**src/hdl/afrp_pkg.sv**
```systemverilog
`default_nettype none

package afrp_pkg;

  // Depth of the command queue between the parser and the range unit.
  localparam int QDEPTH = 4;
  localparam int QPTR_W = $clog2(QDEPTH);
  localparam int QCNT_W = $clog2(QDEPTH + 1);

  // Result kinds.
  localparam logic [1:0] KIND_RANGE = 2'd0;
  localparam logic [1:0] KIND_DONE  = 2'd1;
  localparam logic [1:0] KIND_ERROR = 2'd2;

  // Command operations handed from the parser to the range unit.
  localparam logic [1:0] OP_NONE  = 2'd0;
  localparam logic [1:0] OP_BASE  = 2'd1;
  localparam logic [1:0] OP_RANGE = 2'd2;

  // Frame type byte decoding.
  localparam logic [7:0] TYPE_MASK     = 8'hE0;
  localparam logic [7:0] TYPE_ACK      = 8'hA0;
  localparam logic [7:0] TYPE_NBLK_BIT = 8'h10;

  // One queued command: an optional base load or range, then an optional
  // done or error result.
  typedef struct packed {
    logic [1:0]  op;
    logic        first;
    logic [63:0] val;
    logic [15:0] gap;
    logic        trail_en;
    logic [1:0]  trail_kind;
    logic [15:0] delay;
    logic [8:0]  nr;
    logic [7:0]  nts;
    logic [11:0] used;
  } afrp_cmd_t;

endpackage

`default_nettype wire

```
**src/hdl/afrp_front.sv**
```systemverilog
`default_nettype none

module afrp_front (
  input  wire logic               clk,
  input  wire logic               rst_n,
  input  wire logic               accept,
  input  wire logic [7:0]         data_byte,
  input  wire logic               buffer_last,
  output logic                    push,
  output afrp_pkg::afrp_cmd_t     cmd
);

  localparam logic [3:0] PH_TYPE     = 4'd0;
  localparam logic [3:0] PH_NBLK     = 4'd1;
  localparam logic [3:0] PH_NTS      = 4'd2;
  localparam logic [3:0] PH_LARGEST  = 4'd3;
  localparam logic [3:0] PH_DELAY    = 4'd4;
  localparam logic [3:0] PH_FIRSTLEN = 4'd5;
  localparam logic [3:0] PH_GAP      = 4'd6;
  localparam logic [3:0] PH_BLKLEN   = 4'd7;
  localparam logic [3:0] PH_TSSKIP   = 4'd8;
  localparam logic [3:0] PH_DRAIN    = 4'd9;

  logic [3:0]  phase_r, phase_nxt;
  logic [3:0]  fbl_r, fbl_nxt;
  logic [63:0] acc_r, acc_nxt;
  logic [3:0]  blk_len_r, blk_len_nxt;
  logic [3:0]  lg_len_r, lg_len_nxt;
  logic [7:0]  blocks_r, blocks_nxt;
  logic [7:0]  nts_r, nts_nxt;
  logic [9:0]  skip_r, skip_nxt;
  logic [15:0] gap_r, gap_nxt;
  logic [11:0] bc_r, bc_nxt;
  logic [8:0]  nr_r, nr_nxt;
  logic [15:0] delay_r, delay_nxt;

  logic [63:0] acc_shift;
  logic [3:0]  fbl_dec;
  logic [7:0]  blocks_dec;
  logic [9:0]  skip_dec;
  logic [9:0]  skip_init;
  logic        done;
  logic        bad;
  logic        range_push;
  logic        base_push;
  logic        first_rng;

  assign acc_shift  = {acc_r[55:0], data_byte};
  assign fbl_dec    = fbl_r - 4'd1;
  assign blocks_dec = blocks_r - 8'd1;
  assign skip_dec   = (skip_r != 10'd0) ? (skip_r - 10'd1) : skip_r;
  // Timestamp bytes to skip: 5 for the first, 3 for each further one.
  assign skip_init  = {1'b0, nts_r, 1'b0} + {2'b00, nts_r} + 10'd2;

  // Byte parser: one byte per transfer, at most one command per byte.
  always_comb begin
    phase_nxt   = phase_r;
    fbl_nxt     = fbl_r;
    acc_nxt     = acc_r;
    blk_len_nxt = blk_len_r;
    lg_len_nxt  = lg_len_r;
    blocks_nxt  = blocks_r;
    nts_nxt     = nts_r;
    skip_nxt    = skip_r;
    gap_nxt     = gap_r;
    bc_nxt      = bc_r;
    nr_nxt      = nr_r;
    delay_nxt   = delay_r;
    done        = 1'b0;
    bad         = 1'b0;
    range_push  = 1'b0;
    base_push   = 1'b0;
    first_rng   = 1'b0;

    if (accept && (phase_r != PH_DRAIN)) begin
      bc_nxt = bc_r + 12'd1;
      unique case (phase_r)
        PH_NBLK: begin
          blocks_nxt = data_byte;
          phase_nxt  = PH_NTS;
        end
        PH_NTS: begin
          nts_nxt   = data_byte;
          fbl_nxt   = lg_len_r;
          acc_nxt   = '0;
          phase_nxt = PH_LARGEST;
        end
        PH_LARGEST: begin
          acc_nxt = acc_shift;
          fbl_nxt = fbl_dec;
          if (fbl_dec == 4'd0) begin
            base_push = 1'b1;
            fbl_nxt   = 4'd2;
            phase_nxt = PH_DELAY;
          end
        end
        PH_DELAY: begin
          delay_nxt = {delay_r[7:0], data_byte};
          fbl_nxt   = fbl_dec;
          if (fbl_dec == 4'd0) begin
            fbl_nxt   = blk_len_r;
            acc_nxt   = '0;
            phase_nxt = PH_FIRSTLEN;
          end
        end
        PH_FIRSTLEN: begin
          acc_nxt = acc_shift;
          fbl_nxt = fbl_dec;
          if (fbl_dec == 4'd0) begin
            range_push = 1'b1;
            first_rng  = 1'b1;
            nr_nxt     = 9'd1;
            if (blocks_r != 8'd0) begin
              phase_nxt = PH_GAP;
            end else if (nts_r != 8'd0) begin
              skip_nxt  = skip_init;
              phase_nxt = PH_TSSKIP;
            end else begin
              done = 1'b1;
            end
          end
        end
        PH_GAP: begin
          gap_nxt   = gap_r + {8'h00, data_byte};
          fbl_nxt   = blk_len_r;
          acc_nxt   = '0;
          phase_nxt = PH_BLKLEN;
        end
        PH_BLKLEN: begin
          acc_nxt = acc_shift;
          fbl_nxt = fbl_dec;
          if (fbl_dec == 4'd0) begin
            if (acc_shift != 64'd0) begin
              range_push = 1'b1;
              nr_nxt     = nr_r + 9'd1;
              gap_nxt    = '0;
            end
            blocks_nxt = blocks_dec;
            if (blocks_dec != 8'd0) begin
              phase_nxt = PH_GAP;
            end else if (nts_r != 8'd0) begin
              skip_nxt  = skip_init;
              phase_nxt = PH_TSSKIP;
            end else begin
              done = 1'b1;
            end
          end
        end
        PH_TSSKIP: begin
          skip_nxt = skip_dec;
          if (skip_dec == 10'd0) begin
            done = 1'b1;
          end
        end
        default: begin
          // Type byte: start a new frame.
          bc_nxt     = 12'd1;
          nr_nxt     = '0;
          blocks_nxt = '0;
          nts_nxt    = '0;
          skip_nxt   = '0;
          gap_nxt    = '0;
          acc_nxt    = '0;
          fbl_nxt    = '0;
          delay_nxt  = '0;
          if ((data_byte & afrp_pkg::TYPE_MASK) != afrp_pkg::TYPE_ACK) begin
            bad = 1'b1;
          end else begin
            blk_len_nxt = 4'd1 << data_byte[1:0];
            lg_len_nxt  = 4'd1 << data_byte[3:2];
            phase_nxt   = ((data_byte & afrp_pkg::TYPE_NBLK_BIT) != 8'h00) ?
                          PH_NBLK : PH_NTS;
          end
        end
      endcase

      // Closing result of the frame, or an error.
      if (bad || done) begin
        phase_nxt = buffer_last ? PH_TYPE : PH_DRAIN;
      end else if (buffer_last) begin
        phase_nxt = PH_TYPE;
      end
    end else if (accept && buffer_last) begin
      // Trailing bytes end at the last byte of the buffer.
      phase_nxt = PH_TYPE;
    end
  end

  // Command towards the range unit.
  always_comb begin
    cmd            = '0;
    cmd.op         = range_push ? afrp_pkg::OP_RANGE :
                     (base_push ? afrp_pkg::OP_BASE : afrp_pkg::OP_NONE);
    cmd.first      = first_rng;
    cmd.val        = acc_shift;
    cmd.gap        = gap_r;
    cmd.trail_en   = bad || done || buffer_last;
    cmd.trail_kind = (done && !bad) ? afrp_pkg::KIND_DONE : afrp_pkg::KIND_ERROR;
    cmd.delay      = delay_nxt;
    cmd.nr         = nr_nxt;
    cmd.nts        = nts_nxt;
    cmd.used       = bc_nxt;
    push           = accept && (phase_r != PH_DRAIN) &&
                     (range_push || base_push || cmd.trail_en);
  end

  // Parser state.
  always_ff @(posedge clk) begin
    if (!rst_n) begin
      phase_r   <= PH_TYPE;
      fbl_r     <= '0;
      blk_len_r <= 4'd1;
      lg_len_r  <= 4'd1;
      blocks_r  <= '0;
      nts_r     <= '0;
      skip_r    <= '0;
      gap_r     <= '0;
      bc_r      <= '0;
      nr_r      <= '0;
      delay_r   <= '0;
    end else begin
      phase_r   <= phase_nxt;
      fbl_r     <= fbl_nxt;
      blk_len_r <= blk_len_nxt;
      lg_len_r  <= lg_len_nxt;
      blocks_r  <= blocks_nxt;
      nts_r     <= nts_nxt;
      skip_r    <= skip_nxt;
      gap_r     <= gap_nxt;
      bc_r      <= bc_nxt;
      nr_r      <= nr_nxt;
      delay_r   <= delay_nxt;
    end
  end

  // Field accumulator.
  always_ff @(posedge clk) begin
    acc_r <= acc_nxt;
  end

endmodule

`default_nettype wire

```
**src/hdl/afrp_queue.sv**
```systemverilog
`default_nettype none

module afrp_queue (
  input  wire logic                clk,
  input  wire logic                rst_n,
  input  wire logic                push,
  input  wire afrp_pkg::afrp_cmd_t push_cmd,
  output logic                     full,
  input  wire logic                pop,
  output afrp_pkg::afrp_cmd_t      pop_cmd,
  output logic                     empty
);

  afrp_pkg::afrp_cmd_t entry_r [afrp_pkg::QDEPTH];

  logic [afrp_pkg::QPTR_W-1:0] wr_ptr_r;
  logic [afrp_pkg::QPTR_W-1:0] rd_ptr_r;
  logic [afrp_pkg::QCNT_W-1:0] count_r;
  logic [afrp_pkg::QCNT_W-1:0] count_nxt;

  assign full    = (count_r == afrp_pkg::QCNT_W'(afrp_pkg::QDEPTH));
  assign empty   = (count_r == '0);
  assign pop_cmd = entry_r[rd_ptr_r];

  // Occupancy follows each push and pop transfer.
  always_comb begin
    count_nxt = count_r;
    if (push && !pop) begin
      count_nxt = count_r + afrp_pkg::QCNT_W'(1);
    end else if (pop && !push) begin
      count_nxt = count_r - afrp_pkg::QCNT_W'(1);
    end
  end

  always_ff @(posedge clk) begin
    if (!rst_n) begin
      wr_ptr_r <= '0;
      rd_ptr_r <= '0;
      count_r  <= '0;
    end else begin
      count_r <= count_nxt;
      if (push) begin
        wr_ptr_r <= wr_ptr_r + afrp_pkg::QPTR_W'(1);
      end
      if (pop) begin
        rd_ptr_r <= rd_ptr_r + afrp_pkg::QPTR_W'(1);
      end
    end
  end

  // Command storage.
  always_ff @(posedge clk) begin
    if (push) begin
      entry_r[wr_ptr_r] <= push_cmd;
    end
  end

`ifndef NO_ASSERTIONS
  a_no_push_full: assert property (@(posedge clk) disable iff (!rst_n)
    push |-> (!full || pop))
    else $error("command pushed into a full queue");

  a_no_pop_empty: assert property (@(posedge clk) disable iff (!rst_n)
    pop |-> !empty)
    else $error("command popped from an empty queue");
`endif

endmodule

`default_nettype wire

```
**src/hdl/afrp_back.sv**
```systemverilog
`default_nettype none

module afrp_back (
  input  wire logic                clk,
  input  wire logic                rst_n,
  input  wire logic                q_empty,
  input  wire afrp_pkg::afrp_cmd_t q_cmd,
  output logic                     q_pop,
  output logic                     out_valid,
  input  wire logic                out_ready,
  output logic [1:0]               out_result_kind,
  output logic [63:0]              out_range_high,
  output logic [63:0]              out_range_low,
  output logic [15:0]              out_ack_delay_raw,
  output logic [8:0]               out_range_total,
  output logic [7:0]               out_timestamp_total,
  output logic [11:0]              out_bytes_used,
  output logic                     out_final_result
);

  localparam logic [1:0] ST_IDLE  = 2'd0;
  localparam logic [1:0] ST_LO    = 2'd1;
  localparam logic [1:0] ST_TRAIL = 2'd2;

  logic [1:0]  st_r, st_nxt;
  logic [63:0] prev_r, prev_nxt;
  logic [63:0] hi_r, hi_nxt;
  logic [63:0] len_r, len_nxt;
  logic        trail_en_r, trail_en_nxt;
  logic [1:0]  trail_kind_r, trail_kind_nxt;
  logic [15:0] delay_r, delay_nxt;
  logic [8:0]  nr_r, nr_nxt;
  logic [7:0]  nts_r, nts_nxt;
  logic [11:0] used_r, used_nxt;

  logic        ov_r, ov_nxt;
  logic [1:0]  okind_r, okind_nxt;
  logic [63:0] ohi_r, ohi_nxt;
  logic [63:0] olo_r, olo_nxt;
  logic [15:0] odelay_r, odelay_nxt;
  logic [8:0]  onr_r, onr_nxt;
  logic [7:0]  onts_r, onts_nxt;
  logic [11:0] oused_r, oused_nxt;
  logic        ofinal_r, ofinal_nxt;

  logic        o_free;
  logic        pop_ok;
  logic [63:0] lo_calc;
  logic [63:0] hi_calc;

  assign o_free  = !ov_r || out_ready;
  assign lo_calc = hi_r - len_r + 64'd1;
  // Below the previous range: previous low minus the running gap minus one.
  assign hi_calc = q_cmd.first ? prev_r : (prev_r + ~{48'h0, q_cmd.gap});

  always_comb begin
    st_nxt         = st_r;
    prev_nxt       = prev_r;
    hi_nxt         = hi_r;
    len_nxt        = len_r;
    trail_en_nxt   = trail_en_r;
    trail_kind_nxt = trail_kind_r;
    delay_nxt      = delay_r;
    nr_nxt         = nr_r;
    nts_nxt        = nts_r;
    used_nxt       = used_r;
    ov_nxt         = ov_r && !out_ready;
    okind_nxt      = okind_r;
    ohi_nxt        = ohi_r;
    olo_nxt        = olo_r;
    odelay_nxt     = odelay_r;
    onr_nxt        = onr_r;
    onts_nxt       = onts_r;
    oused_nxt      = oused_r;
    ofinal_nxt     = ofinal_r;
    pop_ok         = 1'b0;

    // Emit the held result once the output register is free.
    unique case (st_r)
      ST_LO: begin
        if (o_free) begin
          ov_nxt     = 1'b1;
          okind_nxt  = afrp_pkg::KIND_RANGE;
          ohi_nxt    = hi_r;
          olo_nxt    = lo_calc;
          odelay_nxt = '0;
          onr_nxt    = '0;
          onts_nxt   = '0;
          oused_nxt  = '0;
          ofinal_nxt = !trail_en_r;
          prev_nxt   = lo_calc;
          st_nxt     = trail_en_r ? ST_TRAIL : ST_IDLE;
        end
      end
      ST_TRAIL: begin
        if (o_free) begin
          ov_nxt     = 1'b1;
          okind_nxt  = trail_kind_r;
          ohi_nxt    = '0;
          olo_nxt    = '0;
          ofinal_nxt = 1'b1;
          if (trail_kind_r == afrp_pkg::KIND_DONE) begin
            odelay_nxt = delay_r;
            onr_nxt    = nr_r;
            onts_nxt   = nts_r;
            oused_nxt  = used_r;
          end else begin
            odelay_nxt = '0;
            onr_nxt    = '0;
            onts_nxt   = '0;
            oused_nxt  = '0;
          end
          st_nxt = ST_IDLE;
          pop_ok = 1'b1;
        end
      end
      default: begin
        pop_ok = 1'b1;
      end
    endcase

    // Take the next command from the queue.
    q_pop = pop_ok && !q_empty;
    if (q_pop) begin
      trail_en_nxt   = q_cmd.trail_en;
      trail_kind_nxt = q_cmd.trail_kind;
      delay_nxt      = q_cmd.delay;
      nr_nxt         = q_cmd.nr;
      nts_nxt        = q_cmd.nts;
      used_nxt       = q_cmd.used;
      unique case (q_cmd.op)
        afrp_pkg::OP_BASE: begin
          prev_nxt = q_cmd.val;
          st_nxt   = q_cmd.trail_en ? ST_TRAIL : ST_IDLE;
        end
        afrp_pkg::OP_RANGE: begin
          hi_nxt  = hi_calc;
          len_nxt = q_cmd.val;
          st_nxt  = ST_LO;
        end
        default: begin
          st_nxt = q_cmd.trail_en ? ST_TRAIL : ST_IDLE;
        end
      endcase
    end
  end

  // Control state.
  always_ff @(posedge clk) begin
    if (!rst_n) begin
      st_r <= ST_IDLE;
      ov_r <= 1'b0;
    end else begin
      st_r <= st_nxt;
      ov_r <= ov_nxt;
    end
  end

  // Working values and the output register.
  always_ff @(posedge clk) begin
    prev_r       <= prev_nxt;
    hi_r         <= hi_nxt;
    len_r        <= len_nxt;
    trail_en_r   <= trail_en_nxt;
    trail_kind_r <= trail_kind_nxt;
    delay_r      <= delay_nxt;
    nr_r         <= nr_nxt;
    nts_r        <= nts_nxt;
    used_r       <= used_nxt;
    okind_r      <= okind_nxt;
    ohi_r        <= ohi_nxt;
    olo_r        <= olo_nxt;
    odelay_r     <= odelay_nxt;
    onr_r        <= onr_nxt;
    onts_r       <= onts_nxt;
    oused_r      <= oused_nxt;
    ofinal_r     <= ofinal_nxt;
  end

  assign out_valid           = ov_r;
  assign out_result_kind     = okind_r;
  assign out_range_high      = ohi_r;
  assign out_range_low       = olo_r;
  assign out_ack_delay_raw   = odelay_r;
  assign out_range_total     = onr_r;
  assign out_timestamp_total = onts_r;
  assign out_bytes_used      = oused_r;
  assign out_final_result    = ofinal_r;

`ifndef NO_ASSERTIONS
  a_range_waits_for_output: assert property (@(posedge clk) disable iff (!rst_n)
    (st_r == ST_LO) |=> ((st_r == ST_LO) || (ov_r && (okind_r == afrp_pkg::KIND_RANGE))))
    else $error("range left pending state without being emitted");

  a_base_goes_idle: assert property (@(posedge clk) disable iff (!rst_n)
    (q_pop && (q_cmd.op == afrp_pkg::OP_BASE) && !q_cmd.trail_en) |=> (st_r == ST_IDLE))
    else $error("base load did not return to idle");
`endif

endmodule

`default_nettype wire

```
**src/hdl/ack_frame_range_parser_top.sv**
```systemverilog
// ACK frame range parser.
// Input channel: one buffer byte per transfer on in_data_byte, starting with
// the frame type byte; in_buffer_last marks the final byte of the buffer.
// Result channel: acknowledged ranges, then a done result carrying the raw
// ack delay, range count, timestamp count and bytes used; an error result
// for a bad type byte or a buffer that ends inside the frame.
// out_final_result marks the last result caused by one input byte.
// Each command is written into the queue, popped into the range unit's
// working registers, and its result loaded into the output register once
// that register is free; a second result of the same byte follows it.
// Throughput: one byte per cycle while the queue is not full. The range
// unit spends more states on a range than on a done or error result; a
// four-entry command queue between the parser and the range unit absorbs
// the difference, and a range needs at least two input bytes.
// Reset returns the parser to wait for a type byte and empties the queue.
// When the receiver stalls, the output register holds its result, the
// queue fills, and in_ready falls once four commands are waiting.
`default_nettype none

module ack_frame_range_parser_top (
  input  wire logic        clk,
  input  wire logic        rst_n,
  input  wire logic        in_valid,
  output logic             in_ready,
  input  wire logic [7:0]  in_data_byte,
  input  wire logic        in_buffer_last,
  output logic             out_valid,
  input  wire logic        out_ready,
  output logic [1:0]       out_result_kind,
  output logic [63:0]      out_range_high,
  output logic [63:0]      out_range_low,
  output logic [15:0]      out_ack_delay_raw,
  output logic [8:0]       out_range_total,
  output logic [7:0]       out_timestamp_total,
  output logic [11:0]      out_bytes_used,
  output logic             out_final_result
);

  afrp_pkg::afrp_cmd_t push_cmd;
  afrp_pkg::afrp_cmd_t pop_cmd;
  logic                push;
  logic                pop;
  logic                full;
  logic                empty;
  logic                accept;

  // A byte transfer needs room for its command.
  assign in_ready = !full;
  assign accept   = in_valid && in_ready;

  // Byte parser.
  afrp_front u_front (
    .clk         (clk),
    .rst_n       (rst_n),
    .accept      (accept),
    .data_byte   (in_data_byte),
    .buffer_last (in_buffer_last),
    .push        (push),
    .cmd         (push_cmd)
  );

  // Command queue.
  afrp_queue u_queue (
    .clk      (clk),
    .rst_n    (rst_n),
    .push     (push),
    .push_cmd (push_cmd),
    .full     (full),
    .pop      (pop),
    .pop_cmd  (pop_cmd),
    .empty    (empty)
  );

  // Range arithmetic and result output.
  afrp_back u_back (
    .clk                 (clk),
    .rst_n               (rst_n),
    .q_empty             (empty),
    .q_cmd               (pop_cmd),
    .q_pop               (pop),
    .out_valid           (out_valid),
    .out_ready           (out_ready),
    .out_result_kind     (out_result_kind),
    .out_range_high      (out_range_high),
    .out_range_low       (out_range_low),
    .out_ack_delay_raw   (out_ack_delay_raw),
    .out_range_total     (out_range_total),
    .out_timestamp_total (out_timestamp_total),
    .out_bytes_used      (out_bytes_used),
    .out_final_result    (out_final_result)
  );

endmodule

`default_nettype wire

```
**config.mk**
```make
export PLATFORM = sky130hd
export DESIGN_NAME = ack_frame_range_parser_top
export DESIGN_NICKNAME = d
export VERILOG_FILES = /design/src/hdl/afrp_pkg.sv /design/src/hdl/afrp_front.sv /design/src/hdl/afrp_queue.sv /design/src/hdl/afrp_back.sv /design/src/hdl/ack_frame_range_parser_top.sv
export SDC_FILE = /design/constraint.sdc
export NUM_CORES = 1
export LEC_CHECK = 0
export CAP_MARGIN = 10
export CORE_MARGIN = 2
export CORE_UTILIZATION = 57
export DETAILED_ROUTE_END_ITERATION = 10
export DONT_BUFFER_PORTS = 1
export PLACE_DENSITY = 0.81
export SKIP_LAST_GASP = 1
export SLEW_MARGIN = 5
export SYNTH_ARGS = -nofsm -noshare
export SYNTH_HDL_FRONTEND = slang
export SYNTH_SLANG_ARGS = --single-unit
```
**constraint.sdc**
```tcl
create_clock -name clk -period 29.3 [get_ports clk]
set_input_delay 1.465 -clock clk [delete_from_list [all_inputs] [get_ports clk]]
set_output_delay 1.465 -clock clk [all_outputs]
set_load 0.005 [all_outputs]
```
## Word level (Yosys, flattened, before mapping)

Memory sizes are Yosys's and may differ from the RTL's. A register that Yosys moved wholly into a read port is not among the register bits.
Index checks and enable logic that the tools add are counted.

| operators by class | value |
|---|---|
| add/subtract/negate cells | 15 |
| equal/unequal tests | 32 |
| shift-type cells | 2 |
| multiplexer cells | 116 |
| bitwise operators | 7 |
| reduce and logical (&&, ||, !) cells | 56 |

Operators with widths:

| operator | count |
|---|---|
| 64-bit two-way mux | 8 |
| 64-bit one-hot mux with 2 select lines | 2 |
| 56-bit one-hot mux with 3 select lines | 1 |
| 16-bit two-way mux | 6 |
| 64-bit by 1-bit adder with 64-bit output (second input constant) | 1 |
| 64-bit adder | 1 |
| 16-bit NOT with 64-bit output | 1 |
| 16-bit one-hot mux with 2 select lines | 2 |
| 64-bit nonzero test | 1 |
| 64-bit subtractor | 1 |
| 9-bit two-way mux | 7 |
| 10-bit two-way mux | 6 |
| 12-bit two-way mux | 5 |
| 4-bit two-way mux | 15 |
| 56-bit two-way mux | 1 |
| 16-bit one-hot mux with 3 select lines | 1 |
| 8-bit two-way mux | 5 |
| 10-bit one-hot mux with 4 select lines | 1 |
| 4-bit one-hot mux with 8 select lines | 1 |
| 8-bit one-hot mux with 2 select lines | 2 |
| 1-bit two-way mux | 28 |
| 9-bit one-hot mux with 3 select lines | 1 |
| 2-bit two-way mux | 12 |
| 12-bit one-hot mux with 2 select lines | 1 |
| other kinds (56) | 118 |

| word-level totals | value |
|---|---|
| register bits | 577 |
| RAM bits | 524 |
| bits of input ports | 13 |
| logic and storage cells | 263 |
| memories kept | 1 |

Memories:

| memory | words | width | rd ports | clocked after Yosys merged registers in | wr ports | line | text |
|---|---|---|---|---|---|---|---|
| u_queue.entry_r | 4 | 131 | 1 | 1 | 1 | afrp_queue.sv:14 | `afrp_pkg::afrp_cmd_t entry_r [afrp_pkg::QDEPTH];` |

## Logic depth before layout (Yosys ltp)

Gate-level depths: netlist (run 1).

| logic depth | value |
|---|---|
| word-level depth | 15 |
| mapped depth | 19 |
| gate-level depth less buffers | 16 |

## Cells and area by module

From an unflattened synthesis (run 1), not the netlist that was laid out.

| second synthesis, totals | value |
|---|---|
| cells, all modules | 3,621 |
| area, all modules | 49,157.1 um2 |

Modules (own cells, without submodules):

| module | times used | cells an instance | area each (um2) |
|---|---|---|---|
| afrp_back | 1 | 1,955 | 21,416.8 |
| afrp_queue | 1 | 728 | 19,392.3 |
| afrp_front | 1 | 936 | 8,338.0 |
| ack_frame_range_parser_top | 1 | 2 | 10.0 |

## Worst setup path before layout (run 1)

No wires, ideal clock.

| path | value |
|---|---|
| kind | input port to flip-flop |
| start | input out_ready |
| end | register u_back.st_r[1] |
| library setup time | 0.445 ns |
| arrival time | 9.780 ns |
| setup slack | 19.075 ns |
| stages | 6 |
| buffers on the path | 0 |
| cell sequence | nand2b_1 -> a21oi_1 -> nor2_1 -> nand2_1 -> nor2_1 -> a2111oi_0 |

| between the ends | value |
|---|---|
| cells in the longest elaborated chain, start to end | 6 |
| elaborated cells on any way between the ends | 9 |

Ends and longest elaborated chain:

| what | line | text |
|---|---|---|
| start: declaration | ack_frame_range_parser_top.sv:28 | `input wire logic out_ready,` |
| 1-bit logical OR (*) | afrp_back.sv:51 | `assign o_free = !ov_r \|\| out_ready;` |
| 1-bit two-way mux (*) | afrp_back.sv:96 | `if (o_free) begin` |
| 1-bit one-hot mux with 2 select lines (*) | afrp_back.sv:79 | `unique case (st_r)` |
| 1-bit logical AND (*) | afrp_back.sv:123 | `q_pop = pop_ok && !q_empty;` |
| named net pop | ack_frame_range_parser_top.sv:42 | `logic pop;` |
| 3-bit by 2-bit != test with 1-bit output (no line) / 3-bit nonzero test (equally long branches) | -- |  |
| 3-bit AND reduction (no line) | -- |  |
| end signal: assignment | afrp_back.sv:154 | `st_r <= st_nxt;` |
| end: declaration | afrp_back.sv:25 | `logic [1:0] st_r, st_nxt;` |

The timed path passes the listed nets; every way through them passes the cells marked *.
A chain may end at the register's enable or synchronous reset.

==> impl_metrics.env, run 1 <==
export IMPL_finalSetupTns_ns=0
export IMPL_ant_nets=0
export IMPL_finalSetupViolCount=0
export IMPL_max_slew_margin_rel=0.153
export IMPL_cp_slowest_stage_delay_ns=0.90
export IMPL_worstHoldPathType="reg -> reg"
export IMPL_grt_max_degree=101
export IMPL_synthArstFlopShare=0
export IMPL_io_pins=191
export IMPL_fillers=5961
export IMPL_p_leak_nw=19.0
export IMPL_cts_max_path_buffers=3
export IMPL_ys_seq_area_frac=0.650
export IMPL_start_util=0.577
export IMPL_vias=28561
export IMPL_cts_sinks=1103
export IMPL_dr_pass1_iters=5
export IMPL_nets=3689
export IMPL_p_per_area_mw_per_mm2=103
export IMPL_ys_ff_latch=1103
export IMPL_max_freq_mhz=158
export IMPL_drt_wirelength_per_cell_um=23.2
export IMPL_die_area_mm2=0.0872
export IMPL_arrival_ns=6.77
export IMPL_fin_worst_skew_ns=0.0527
export IMPL_period_share=0.216
export IMPL_fin_area_mm2=0.0531
export IMPL_synthFlopType="edfxtp_1"
export IMPL_finish_utilization=0.634
export IMPL_cp_end_kind="register"
export IMPL_core_area_mm2=0.0838
export IMPL_drive_above_1_share=0.107
export IMPL_synth_edf_count=932
export IMPL_routed_via_density=6.06
export IMPL_fp_dieW_um=295
export IMPL_detail_route_iter0_violations=2510
export IMPL_synth_warnings=0
export IMPL_cp_num_buf_inv=2
export IMPL_critPathLaunchType="register"
export IMPL_syn_nets=3707
export IMPL_rows=106
export IMPL_layout_common_cells="932 x edfxtp_1, 262 x nor2_1, 206 x a21oi_1"
export IMPL_worstMarginPinSlew_ns=1.24
export IMPL_hold_buffers=0
export IMPL_gr_usage_all_layers=0.253
export IMPL_clock_latency_ns=0.70
export IMPL_placed_area_mm2=0.0495
export IMPL_synth_top_area_cell="edfxtp_1"
export IMPL_layout_commonest_cell="edfxtp_1"
export IMPL_tritoncts="built"
export IMPL_fin_crit_ns=6.34
export IMPL_critPathMaxFanout=91
export IMPL_synthTopCellsByArea="edfxtp_1 58%, dfxtp_1 7.1%, mux4_2 6.1%"
export IMPL_cts_repair_resized=0
export IMPL_die_y_um=295
export IMPL_cts_root_buf="clkbuf_16"
export IMPL_postCtsSetupBuffers=0
export IMPL_grt_pass1_vias=27999
export IMPL_hold_viol=0
export IMPL_cp_required_ns=29.73
export IMPL_antenna_found_initial=1
export IMPL_path_cells="buf_12 > mux4_2 > inv_1 > ha_1 > fa_1 > a21o_1 > a21oi_1 > o21a_1 > o21ai_0 > a211o_1 > a31oi_1 > nand4_1 > or4_1 > xnor2_1"
export IMPL_drt_total_wl_um=109000
export IMPL_syn_inst=3507
export IMPL_maxSlewViolCount=0
export IMPL_num_antenna_cells=0
export IMPL_critPathKind="reg -> reg"
export IMPL_synth_cell_types=80
export IMPL_yosys_area_top_type_share=0.579
export IMPL_cts_made_buffers=108
export IMPL_grt_pass1_wl_um=168000
export IMPL_cp_top_family="compound AO/OA/AOI/OAI gates"
export IMPL_instances_no_fill=4715
export IMPL_syn2layout_area_growth_pct=9.84
export IMPL_ir_worst_vdd_mv=0.0670
export IMPL_drcViolationCount=0
export IMPL_rsz0062_at_grt="no"
export IMPL_place_inst=4513
export IMPL_place_congestion=0.938
export IMPL_hpwl_um=70400
export IMPL_grt_overflow=0
export IMPL_seqCellArea_mm2=0.0314
export IMPL_slowest_stage="dfxtp_4"
export IMPL_status="complete, no violations"
export IMPL_syn_area_mm2=0.0484
export IMPL_portBuffers=0
export IMPL_syn_mean_instance_area_um2=13.8
export IMPL_multi_input_area_mm2=0.0159
export IMPL_cts_htree_levels=3
export IMPL_cap_violations=0
export IMPL_path_clk_slew_ns=0.07
where the power goes:
part / total (W) / switching [W] / internal [W] / leakage, nW
clock: 0.00140 / 0.000596 / 0.000804 / 1.74
sequential: 0.00241 / 0.000210 / 0.00220 / 10.1
combinational: 0.00169 / 0.00107 / 0.000620 / 7.13
logic make-up (layout without fill, tap and decap cells):
| family | Yosys count | in the layout | share of synthesized area |
|---|---|---|---|
| compound gates | 605 | 605 | 0.0780 |
| xor+xnor | 157 | 157 | 0.0284 |
| fa+ha+maj | 187 | 187 | 0.0492 |
| buf+inv | 304 | 378 | 0.0238 |
| flops | 1103 | 1103 | 0.650 |
| mux | 156 | 156 | 0.0663 |
| simple gates | 995 | 995 | 0.105 |
through the flow:
step           power, W  hold WS (ns)  setup slack (ns)
6_report        0.00549         0.469             22.96
5_1_grt         0.00578         0.481             22.63
4_1_cts         0.00551         0.460             22.90
3_5_place_dp    0.00410         0.450             22.86
3_3_place_gp    0.00407         0.439             23.07
2_1_floorplan   0.00361         0.432             19.07
cell type report:
class / count / share of cell area
multi-input combinational: 2100 / 0.299
sequential: 1103 / 0.591
clock inverter: 77 / 0.0144
inverter: 142 / 0.0100
tap: 1134 / 0.0267
clock buffer: 125 / 0.0534
timing repair buffer: 34 / 0.00504
Yosys cell counts, types with 15 or more instances:
| cell | instances |
|---|---|
| edfxtp_1 | 932 |
| nor2_1 | 266 |
| a21oi_1 | 206 |
| nand2_1 | 195 |
| ha_1 | 182 |
| dfxtp_1 | 171 |
| and2_1 | 157 |
| inv_1 | 141 |
| clkbuf_1 | 132 |
| mux4_2 | 131 |
| o21ai_0 | 131 |
| nor2b_1 | 90 |
| xor2_1 | 83 |
| xnor2_1 | 74 |
| nor3_1 | 68 |
| a21o_1 | 54 |
| nand4_1 | 38 |
| nand3_1 | 37 |
| a22o_1 | 31 |
| a31oi_1 | 29 |
| nor4_1 | 29 |
| buf_1 | 28 |
| o21bai_1 | 25 |
| mux2i_1 | 21 |
| or3_1 | 21 |
| and3_1 | 20 |
| nand2b_1 | 17 |
| a211oi_1 | 15 |
flip-flops by register name, summed over array words and instances, names as in the netlist, 8 cells and up, named ones only:
register and cells:
u_back.out_timestamp_total 8, u_back.out_ack_delay_raw 16, u_back.nr_r 9, u_front.acc_r 56, u_front.nts_r 8, u_front.bc_r 12, u_back.used_r 12, u_back.out_range_total 9
u_queue.entry_r 524, u_back.nts_r 8, u_front.skip_r 10, u_back.len_r 64, u_front.nr_r 9, u_back.prev_r 64, u_back.out_range_low 64, u_back.out_bytes_used 12
u_back.hi_r 64, u_back.delay_r 16, u_front.delay_r 16, u_front.blocks_r 8, u_back.out_range_high 64, u_front.gap_r 16
worst min-delay path, stage by stage (launching register included):
cell and delay (ns):
dfxtp_1 0.31, nand2_1 0.06, a21oi_1 0.05
final timing paths:
| kind | cells past startpoint | slack [ns] | to | start |
|---|---|---|---|---|
| setup / recovery | 14 | 22.96 | u_back.hi_r[38]$_DFFE_PP_ | register |
| hold / removal | 2 | 0.47 | u_front.blk_len_r[1]$_SDFFE_PN0P_ | u_front.blk_len_r[1]$_SDFFE_PN0P_ |
| setup reg to reg | 14 | 22.96 | u_back.hi_r[38]$_DFFE_PP_ | register |
| hold reg to reg | 2 | 0.47 | u_front.blk_len_r[1]$_SDFFE_PN0P_ | u_front.blk_len_r[1]$_SDFFE_PN0P_ |
routing by layer:
metal | vias to the layer above | track usage | part of all wire
met2 | 1158 | 0.410 | 0.48
met3 | 168 | 0.0421 | 0.069
li1 | 13080 | - | -
met1 | 14155 | 0.354 | 0.43
met5 | - | 0 | 0
met4 | 0 | 0.0771 | 0.025
No activity file was read; power rests on OpenSTA's default activity.
==> run 2, diff against run 1 <==
Clock period 29.3 ns to 6.6 ns, I/O delays scaled along.
==> run 2 against run 1 <==
  * Via count rose by 2.0%
  * Non-clock buffer count is 18 higher
  * Combinational power grew to 4.5 times the previous value
  * Core utilization rose by 0.58 points
  * Critical endpoint unchanged
  * Highest routed layer unchanged
==> impl_metrics.env, run 2 (same netlist as run 1, synthesis figures left out) <==
export IMPL_status="complete, no violations"
export IMPL_layout_setup_ws_ns=1.51
export IMPL_p_leak_nw=19.2
export IMPL_start_util=0.577
export IMPL_r2r_slack_ns=1.51
export IMPL_hold_viol=0
export IMPL_cp_num_buf_inv=2
export IMPL_vias=29129
export IMPL_rsz0062_at_grt="no"
export IMPL_cp_top_family="compound AO/OA/AOI/OAI gates"
export IMPL_cp_slowest_stage_delay_ns=0.88
export IMPL_fin_crit_ns=5.09
export IMPL_max_slew_margin_rel=0.165
export IMPL_antenna_found_initial=0
export IMPL_grt_pass1_wl_um=172000
export IMPL_cp_end_kind="register"
export IMPL_dr_pass1_iters=6
export IMPL_io_pins=191
export IMPL_layout_commonest_cell="edfxtp_1"
export IMPL_maxSlewViolCount=0
export IMPL_finish_utilization=0.640
export IMPL_portBuffers=0
export IMPL_cp_required_ns=7.04
export IMPL_core_area_mm2=0.0838
export IMPL_cts_root_buf="clkbuf_16"
export IMPL_worstHoldPathType="in -> reg"
export IMPL_ir_worst_vdd_mv=0.286
export IMPL_gr_usage_all_layers=0.259
export IMPL_grt_use_met3=0.0346
export IMPL_period_share=0.771
export IMPL_drcViolationCount=0
export IMPL_postCtsSetupBuffers=0
export IMPL_fp_dieW_um=295
export IMPL_drt_total_wl_um=113000
export IMPL_ant_nets=0
export IMPL_slowest_stage="dfxtp_4"
export IMPL_tritoncts="built"
export IMPL_finalSetupViolCount=0
export IMPL_p_per_area_mw_per_mm2=461
export IMPL_arrival_ns=5.53
export IMPL_path_clk_slew_ns=0.06
export IMPL_critPathMaxFanout=53
export IMPL_globalRouteMet1Util=0.366
export IMPL_fin_worst_skew_ns=0.0580
export IMPL_layout_common_cells="932 x edfxtp_1, 262 x nor2_1, 206 x a21oi_1"
export IMPL_clock_latency_ns=0.71
export IMPL_grt_max_degree=110
export IMPL_top_usage_layer="met2"
export IMPL_cts_repair_resized=0
export IMPL_finalSetupTns_ns=0
export IMPL_nets=3708
export IMPL_whs_ns=0.0283
export IMPL_place_congestion=0.908
export IMPL_die_area_mm2=0.0872
export IMPL_grt_pass1_vias=28356
export IMPL_cap_violations=0
export IMPL_max_freq_mhz=197
export IMPL_hpwl_um=70700
export IMPL_worstMarginPinSlew_ns=1.25
export IMPL_cts_max_path_buffers=3
export IMPL_syn2layout_area_growth_pct=10.9
export IMPL_path_cells="mux4_2 > inv_1 > ha_1 > fa_1 > a21o_1 > a21oi_1 > o21a_1 > o21ai_0 > a211o_1 > a31oi_1 > nand4_1 > buf_4 > or4_1 > xnor2_1"
export IMPL_critPathLaunchType="register"
export IMPL_routed_via_density=6.15
export IMPL_grt_overflow=0
export IMPL_cts_made_buffers=109
export IMPL_top_register="u_queue.entry_r"
export IMPL_cts_sinks=1103
export IMPL_pre_cts_ws_ns=1.66
export IMPL_met2_usage=0.417
export IMPL_hold_buffers=12
export IMPL_drt_wirelength_per_cell_um=23.7
export IMPL_detail_route_iter0_violations=3311
export IMPL_cts_htree_levels=3
export IMPL_rows=106
export IMPL_die_y_um=295
export IMPL_critPathKind="reg -> reg"
export IMPL_drive_above_1_share=0.110
export IMPL_largest_reg_flops=524
[run 2: layer usage]
layer / vias up / part of all wire
met5: - / 0
met2: 1265 / 0.48
li1: 13140 / -
met3: 215 / 0.067
met1: 14509 / 0.42
met4: 0 / 0.035
[run 2: report_power, final]
part | total, W | leakage [nW] | switching (W) | internal [W]
Sequential | 0.0106 | 10.1 | 0.000882 | 0.00972
Clock | 0.00652 | 1.86 | 0.00273 | 0.00379
Combinational | 0.00758 | 7.23 | 0.00483 | 0.00275
[run 2: path summary, 6_finish.rpt]
path / depth (start not counted) / from / endpoint
max: 14 / register / u_back.hi_r[38]$_DFFE_PP_
min: 1 / in_data_byte[3] / u_queue.entry_r[1][15]$_DFFE_PP_
max reg2reg: 14 / register / u_back.hi_r[38]$_DFFE_PP_
min reg2reg: 2 / u_front.blk_len_r[1]$_SDFFE_PN0P_ / u_front.blk_len_r[1]$_SDFFE_PN0P_
[run 2: through the flow]
step,cell area (µm²),power [W],cells
after floorplan,48400,0.0158,3507
after CTS,53600,0.0247,4739
final,53600,0.0247,4740
after detailed placement,49600,0.0181,4519
after global placement,49600,0.0180,4519
after global routing,53600,0.0259,4739
[run 2: worst reg2reg max path, cell delays in order, from the launching register on]
cell,delay [ns]
dfxtp_4,0.88
mux4_2,0.38
inv_1,0.06
ha_1,0.24
fa_1,0.45
a21o_1,0.18
a21oi_1,0.38
o21a_1,0.17
o21ai_0,0.17
a211o_1,0.34
a31oi_1,0.57
nand4_1,0.17
buf_4,0.24
or4_1,0.50
xnor2_1,0.14
[run 2: area by class of cell]
class | count | area (µm²)
Antenna cell | 1 | 2.50
Clock buffer | 137 | 2940
Tap cell | 1134 | 1420
Timing Repair Buffer | 52 | 493
Fill cell | 5945 | 30200
Inverter | 142 | 533
Clock inverter | 71 | 916
Multi-Input combinational cell | 2100 | 15900
Sequential cell | 1103 | 31400
